--- src/rtl/core/gcd_pkg.sv ---
// Shared types, fixed-point constants and the arctangent table of the great-circle block.
package gcd_pkg;

  localparam int unsigned ANGLE_FRAC_BITS_DEF = 29;
  localparam int unsigned CORDIC_STEPS_DEF    = 32;

  localparam int unsigned COORD_W  = 32;
  localparam int unsigned RADIUS_W = 23;
  localparam int unsigned DIST_W   = 25;
  // angle accumulator, Q.32
  localparam int unsigned ZW = 36;
  // rotation x/y, Q.30
  localparam int unsigned RW = 33;
  // vectoring x/y and products, Q.30
  localparam int unsigned VW = 36;
  // clamped central angle, unsigned Q.32
  localparam int unsigned CW = 34;

  localparam logic [RADIUS_W-1:0] RADIUS_RESET = 23'd6370949;
  localparam logic signed [ZW-1:0] PI_Q32      = 36'sd13493037705;
  localparam logic signed [ZW-1:0] HALF_PI_Q32 = 36'sd6746518852;
  localparam logic signed [ZW-1:0] TWO_PI_Q32  = 36'sd26986075410;
  localparam logic signed [VW-1:0] INV_GAIN_Q30 = 36'sd652032874;
  localparam logic signed [VW-1:0] AZ_TOL       = 36'sd16;
  localparam logic [DIST_W-1:0] MAX_DIST        = 25'd26353586;

  typedef struct packed {
    logic signed [COORD_W-1:0] start_lat;
    logic signed [COORD_W-1:0] start_lon;
    logic signed [COORD_W-1:0] end_lat;
    logic signed [COORD_W-1:0] end_lon;
  } gcd_in_t;

  typedef struct packed {
    logic [DIST_W-1:0]         path_distance_m;
    logic signed [COORD_W-1:0] initial_azimuth;
  } gcd_out_t;

  // atan(2^-step) in Q.32, rounded to nearest
  function automatic logic signed [ZW-1:0] atan_q32(input int unsigned step);
    logic signed [ZW-1:0] v;
    v = '0;
    case (step)
      0:  v = 36'sd3373259426;
      1:  v = 36'sd1991351318;
      2:  v = 36'sd1052175346;
      3:  v = 36'sd534100635;
      4:  v = 36'sd268086748;
      5:  v = 36'sd134174063;
      6:  v = 36'sd67103403;
      7:  v = 36'sd33553749;
      8:  v = 36'sd16777131;
      9:  v = 36'sd8388597;
      10: v = 36'sd4194303;
      default: begin
        // small angles: atan(x) rounds to x, the half-unit entry rounds up
        if (step <= 32) begin
          v = ZW'(64'd1 << (32 - step));
        end else if (step == 33) begin
          v = 36'sd1;
        end
      end
    endcase
    return v;
  endfunction

  // Q.30 product, rounded half up
  function automatic logic signed [VW-1:0] mulq(input logic signed [VW-1:0] a,
                                               input logic signed [VW-1:0] b);
    logic signed [2*VW-1:0] p;
    p = a * b + ((2*VW)'(1) <<< 29);
    return VW'(p >>> 30);
  endfunction

endpackage

--- src/rtl/core/gcd_cordic_cell.sv ---
// One CORDIC micro-rotation, in rotation or vectoring mode, with a passed-along sideband.
module gcd_cordic_cell
  import gcd_pkg::*;
#(
  parameter int unsigned STEP   = 0,
  parameter bit          VECTOR = 1'b0,
  parameter int unsigned XW     = RW,
  parameter int unsigned SW     = 1
) (
  input  logic                 clk_i,
  input  logic                 en_i,
  input  logic signed [XW-1:0] x_i,
  input  logic signed [XW-1:0] y_i,
  input  logic signed [ZW-1:0] z_i,
  input  logic [SW-1:0]        side_i,
  output logic signed [XW-1:0] x_o,
  output logic signed [XW-1:0] y_o,
  output logic signed [ZW-1:0] z_o,
  output logic [SW-1:0]        side_o
);

  localparam logic signed [ZW-1:0] ATAN = atan_q32(STEP);

  logic                 up;
  logic signed [XW-1:0] x_d, y_d;
  logic signed [ZW-1:0] z_d;
  logic signed [XW-1:0] x_q, y_q;
  logic signed [ZW-1:0] z_q;
  logic [SW-1:0]        side_q;

  // rotate toward zero angle, or toward zero y when vectoring
  assign up = VECTOR ? y_i[XW-1] : !z_i[ZW-1];

  always_comb begin
    if (up) begin
      x_d = x_i - (y_i >>> STEP);
      y_d = y_i + (x_i >>> STEP);
      z_d = z_i - ATAN;
    end else begin
      x_d = x_i + (y_i >>> STEP);
      y_d = y_i - (x_i >>> STEP);
      z_d = z_i + ATAN;
    end
  end

  always_ff @(posedge clk_i) begin
    if (en_i) begin
      x_q    <= x_d;
      y_q    <= y_d;
      z_q    <= z_d;
      side_q <= side_i;
    end
  end

  assign x_o    = x_q;
  assign y_o    = y_q;
  assign z_o    = z_q;
  assign side_o = side_q;

endmodule

--- config.mk ---
export PLATFORM = sky130hd
export DESIGN_NAME = gcd_cordic_cell
export DESIGN_NICKNAME = d
export VERILOG_FILES = /design/src/rtl/core/gcd_pkg.sv /design/src/rtl/core/gcd_cordic_cell.sv
export SDC_FILE = /design/constraint.sdc
export NUM_CORES = 1
export LEC_CHECK = 0
export ABC_CLOCK_PERIOD_IN_PS = 3800
export BUFFER_PORTS_ARGS = -buffer_cell sky130_fd_sc_hd__buf_2
export CORE_ASPECT_RATIO = 1.1
export CORE_UTILIZATION = 35
export DETAILED_ROUTE_END_ITERATION = 10
export PLACE_DENSITY = 0.57
export SETUP_SLACK_MARGIN = 0.1
export SLEW_MARGIN = 20
export SYNTH_ARGS = -nofsm -noshare
export SYNTH_HDL_FRONTEND = slang
export SYNTH_SLANG_ARGS = --single-unit
--- constraint.sdc ---
create_clock -name clk_i -period 3.8 [get_ports clk_i]
set_input_delay 0 -clock clk_i [delete_from_list [all_inputs] [get_ports clk_i]]
set_output_delay 0 -clock clk_i [all_outputs]
set_load 0.1 [all_outputs]
==> reports/summary.txt, run 1 <==
Buffer and inverter count on the worst path: 3
Slew Viols, Final: 0
Buffer depth of the longest clock path: 2
Worst path cell trace: buf_2, inv_1, ha_1, nor2_1, o21ai_0, a2111oi_0, buf_4, nor3_1, a2111oi_2, nor3_1, o31ai_4, mux2i_1, xor2_1
Period utilization: 0.807
Crit path DAT: 3.16 ns
CTS tree: done
Top FF cell, synth: edfxtp_1
Row count: 66
Final setup margin: 0.733 ns
Crit-path max FO: 12
Internal Power: 0.00260 W
Syn Inst Count: 1238
Setup TNS: 0 ns
Worst path slowest cell: a2111oi_0
Unrepaired setup endpoints after global routing: false
Total wire length: 32.1 mm
Drt pass-1 iters: 5
Pwr dens: 438 nW/µm²
CP top delay family: compound AO/OA/AOI/OAI gates
DR DRC count: 0
Die H: 185 µm
Yosys reg bits: 102
Sequential area share after synthesis: 0.288
Worst-path clk slew: 0.08 ns
Netlist Area Pre-Place: 10600 µm²
Max Cap Viol: 0
Static leakage: 5.51 nW
Seq pwr share: 0.289
Most common cell after layout, fill and taps aside: buf_2
Critical Path Max Stage Delay: 0.78 ns
Root Buffer: clkbuf_16
Overall die width: 168 µm
Yosys synthesis warning count: 0
Cts bufs inserted: 9
Synth cell types: 81
Via density: 5.47
CP Class: in2reg
Combinational share of power: 0.552
Worst setup EP type: flip-flop
Post-synth top area share: 0.288
Slew Limit Headroom: 0.406
Worst slew pin tran: 0.891 ns
Switching power: 0.00277 W
Overall routing resource usage: 0.204
Most frequent cells in the layout: buf_2, ha_1, a21oi_1
Clock power frac: 0.159
Post-route ant nets: 0
Endpoints failing hold: 0
Top-level I/O count: 208
# diodes: 0
Status: complete, no violations
Pre-CTS setup slack: 0.442 ns
Hold Crit Class: in2reg
Average size of a mapped cell: 8.59 µm²
Synth area leaders: edfxtp_1, ha_1, a21oi_1
Gpl congestion: 0.909
Required @ worst endpoint: 3.90 ns
Routed vias: 9821
Largest net degree at the start of global routing: 81
Fmax: 326 MHz
Initial core utilization: 0.358
Iter 0 DRT Violations: 724
Top cell type by total area after synthesis: edfxtp_1
Synth Net Count: 1484
Tmin final: 3.07 ns
Overflow after GRT: 0
Vias in the first global route: 9177
CTS Sinks: 102
H-Tree Depth: 3
Setup violators final: 0
Maximum vdd drop: 0.281 mV
PortBufs: 207
Async SR Flop Fraction: 0
First-pass GRT wire length: 49.6 mm
Die Area: 31100 µm²
EDFF count, synth: 102
Dpl hpwl: 26.0 mm
Startpoint Class: input port
Layout cells sized above 1: 0.182
Core ar.: 29700 µm²
Net Sw Frac: 0.516
DR WL/cell: 17.9 µm
Most used cell along the critical path: nor3_1
Initial antenna violation count: 0
Final Net Count: 1663
Syn-to-layout area delta: 15.5%
Post-CTS Setup Inserts: 0
final timing paths:
path               start                 to  slack, ns  depth (start not counted)
hold / removal    z_i[2]   z_o[2]$_DFFE_PP_       0.05                          2
setup / recovery  x_i[9]  y_o[32]$_DFFE_PP_       0.73                         13
metal layers:
metal / share of wire / GRT usage
met5: 0 / 0
met4: 0.022 / 0.0636
met3: 0.051 / 0.0267
met2: 0.45 / 0.326
met1: 0.48 / 0.285
power by group through the flow:
stage | Clock [W] | Combinational (W) | Sequential [W]
floorplan | 0 | 0.00101 | 0.00291
global placement | 0 | 0.00295 | 0.00158
detailed placement | 0 | 0.00295 | 0.00159
CTS | 0.000881 | 0.00296 | 0.00156
global route | 0.000930 | 0.00313 | 0.00157
finish | 0.000857 | 0.00297 | 0.00155
Yosys cell counts (5+ instances only):
| cell type | count |
|---|---|
| ha_1 | 137 |
| and2_1 | 5 |
| o211ai_1 | 14 |
| nor2_1 | 98 |
| nor2b_1 | 15 |
| a21o_1 | 42 |
| nor3_1 | 23 |
| edfxtp_1 | 102 |
| a31oi_1 | 11 |
| inv_1 | 112 |
| o21bai_1 | 10 |
| xnor2_1 | 70 |
| a211oi_1 | 11 |
| o31ai_1 | 9 |
| clkbuf_1 | 38 |
| mux2i_1 | 16 |
| buf_2 | 7 |
| a21oi_1 | 132 |
| o21ai_0 | 89 |
| or3_1 | 14 |
| nor4_1 | 10 |
| nand2b_1 | 12 |
| o31a_1 | 7 |
| a21boi_0 | 5 |
| nand4_1 | 13 |
| a2111oi_0 | 9 |
| nand3_1 | 18 |
| o21a_1 | 13 |
| nand2_1 | 76 |
| or2_2 | 6 |
| xor2_1 | 22 |
area by class of cell:
type	count	area, µm²
repair buffers	221	1150
multi-input cells	970	6920
flip-flops and latches	102	3060
fillers	3056	17400
clock buffers	9	225
inverters	113	424
clock inverters	6	38.8
well taps	374	468
what timing repair did:
| action | CTS | global route |
|---|---|---|
| resized for setup | 0 | 0 |
| hold buffers | 3 | 0 |
| hold endpoints to repair | 3 | 0 |
sequential cells by signal, summed over array words and instances (netlist names):
signal / cells
x_o: 32
side_o: 1
z_o: 36
y_o: 33
metrics by stage:
step                      utilization  instances  hold WS, ns  power (W)  instance area (µm²)
after detailed placement        0.403       1777        0.190    0.00453                12000
final                           0.413       1795       0.0453    0.00538                12300
after global routing            0.413       1795       0.0444    0.00563                12300
after global placement          0.403       1777        0.185    0.00453                12000
after CTS                       0.413       1795       0.0357    0.00540                12300
after floorplan                     -       1238       0.0989    0.00392                10600
cell families after synthesis:
kind of cell / synth area share
AO/OA/AOI/OAI: 0.252
AND/OR/NAND/NOR: 0.137
buffers and inverters: 0.0615
adder cells (fa/ha/maj): 0.169
flip-flops: 0.288
XOR/XNOR: 0.0758
multiplexers: 0.0172
No activity file was read; power rests on OpenSTA's default activity.
==> run 2, diff against run 1 <==
Settings changed: ABC_CLOCK_PERIOD_IN_PS 3800 to 2940.
Clock period 3.8 ns to 2.94 ns, I/O delays scaled along.
==> reports/summary.txt, run 2 (same netlist as run 1, synthesis figures left out) <==
Critical Path Max Stage Delay: 0.52 ns (-0.26 ns)
Worst path cell trace: buf_2, inv_1, ha_1, or3_1, a2111oi_1, o31ai_1, buf_4, a21oi_2, a2111oi_0, o31ai_1, buf_4, mux2i_1, xor2_1
PortBufs: 207 (unchanged)
DR WL/cell: 18.0 µm (+0.82%)
Iter 0 DRT Violations: 898 (+24%)
Slew Viols, Final: 0 (unchanged)
Startpoint Class: input port
Most frequent cells in the layout: buf_2, ha_1, buf_4
Initial antenna violation count: 0 (unchanged)
Most common cell after layout, fill and taps aside: buf_2
Die Area: 31100 µm² (unchanged)
Top-level I/O count: 208 (unchanged)
Worst path slowest cell: a2111oi_1
Setup TNS: 0 ns (unchanged)
Die H: 185 µm (unchanged)
Unrepaired setup endpoints after global routing: false
Gpl congestion: 0.899 (-1.1%)
Static leakage: 6.16 nW (+12%)
Root Buffer: clkbuf_16
Layout cells sized above 1: 0.253 (+0.0703)
Routed vias: 10.4k (+5.6%)
Core ar.: 29700 µm² (unchanged)
Slew Limit Headroom: 0.569 (+0.164)
Required @ worst endpoint: 3.07 ns (-0.83 ns)
Initial core utilization: 0.358 (unchanged)
Max Cap Viol: 0 (unchanged)
Worst setup EP type: flip-flop
CTS Sinks: 102 (unchanged)
Endpoints failing hold: 0 (unchanged)
Fin cells: 1922 (+7.1%)
Overall die width: 168 µm (unchanged)
Buffer and inverter count on the worst path: 4 (+1)
Tmin final: 2.71 ns
H-Tree Depth: 3 (unchanged)
Post-route ant nets: 0 (unchanged)
Largest net degree at the start of global routing: 53 (-35%)
Vias in the first global route: 9951 (+8.4%)
Buffer depth of the longest clock path: 2 (unchanged)
Final Cell Area: 13300 µm² (+8.6%)
Drt pass-1 iters: 5 (unchanged)
Overall routing resource usage: 0.222 (+0.0184)
Dpl cells: 1903 (+7.1%)
Total power: 0.00737 W (+37%)
Dpl hpwl: 28.8 mm (+11%)
Crit-path max FO: 6 (-6)
Status: complete, no violations
Maximum vdd drop: 0.377 mV (+34%)
First-pass GRT wire length: 53.6 mm (+8.0%)
Setup violators final: 0 (unchanged)
# diodes: 0 (unchanged)
Row count: 66 (unchanged)
Total wire length: 34.7 mm (+8.0%)
Overflow after GRT: 0 (unchanged)
CP Class: in2reg
Crit path DAT: 2.83 ns (-0.33 ns)
DR DRC count: 0 (unchanged)
Final Net Count: 1789 (+7.6%)
CP top delay family: compound AO/OA/AOI/OAI gates
Post-CTS Setup Inserts: 0 (unchanged)
Cts bufs inserted: 9 (unchanged)
Worst-path clk slew: 0.08 ns (about the same)
Syn-to-layout area delta: 25.4%
Area after DPL: 13000 µm² (+8.1%)
CTS tree: done
Period utilization: 0.921
Max reg flops: 36 (unchanged)
Pwr dens: 553 nW/µm² (+26%)
Worst slew pin tran: 0.646 ns (-0.245 ns)
Fmax: 369 MHz
Via density: 5.40 (-1.3%)
Hold Crit Class: in2reg
-- run 2: cell type report --
cell class | instances | area, µm²
clock buffer | 9 | 225
clock inverter | 7 | 78.8
fill | 2978 | 16400
inverter | 113 | 424
multi-input combinational | 970 | 6960
sequential | 102 | 3060
tap | 374 | 468
timing repair buffer | 347 | 2120
-- run 2: power by group --
| group | switching, W | internal [W] | total (W) |
|---|---|---|---|
| clock network | 0.000590 | 0.000675 | 0.00126 |
| logic | 0.00305 | 0.00105 | 0.00411 |
| registers | 0.0000694 | 0.00193 | 0.00200 |
| total | 0.00371 | 0.00366 | 0.00737 |
-- run 2: final timing paths --
check,to,slack [ns],depth (start not counted),start
max,y_o[27]$_DFFE_PP_,0.23,13,x_i[9]
min,z_o[2]$_DFFE_PP_,0.04,2,z_i[2]
-- run 2: per-stage QoR --
step | setup WS (ns) | hold WS [ns] | util
global route | 0.0985 | 0.0523 | 0.449
CTS | 0.144 | 0.0165 | 0.448
floorplan | 0.175 | 0.0989 | -
global placement | -0.476 | 0.177 | 0.436
finish | 0.231 | 0.0376 | 0.449
detailed placement | -0.386 | 0.179 | 0.436
-- run 2: per-layer routing --
layer / vias up / routed length, µm / global-route usage
li1: 5082 / - / -
met1: 4886 / 16400 / 0.309
met2: 359 / 15600 / 0.357
met3: 47 / 1790 / 0.0256
met4: 0 / 864 / 0.0771
met5: - / 0 / 0
-- run 2: repair_timing --
item,CTS,global route
hold buffers,3,0
pin swaps,0,1
gates resized for setup,1,7
hold endpoints to repair,3,0
endpoints found under the setup margin,3,12
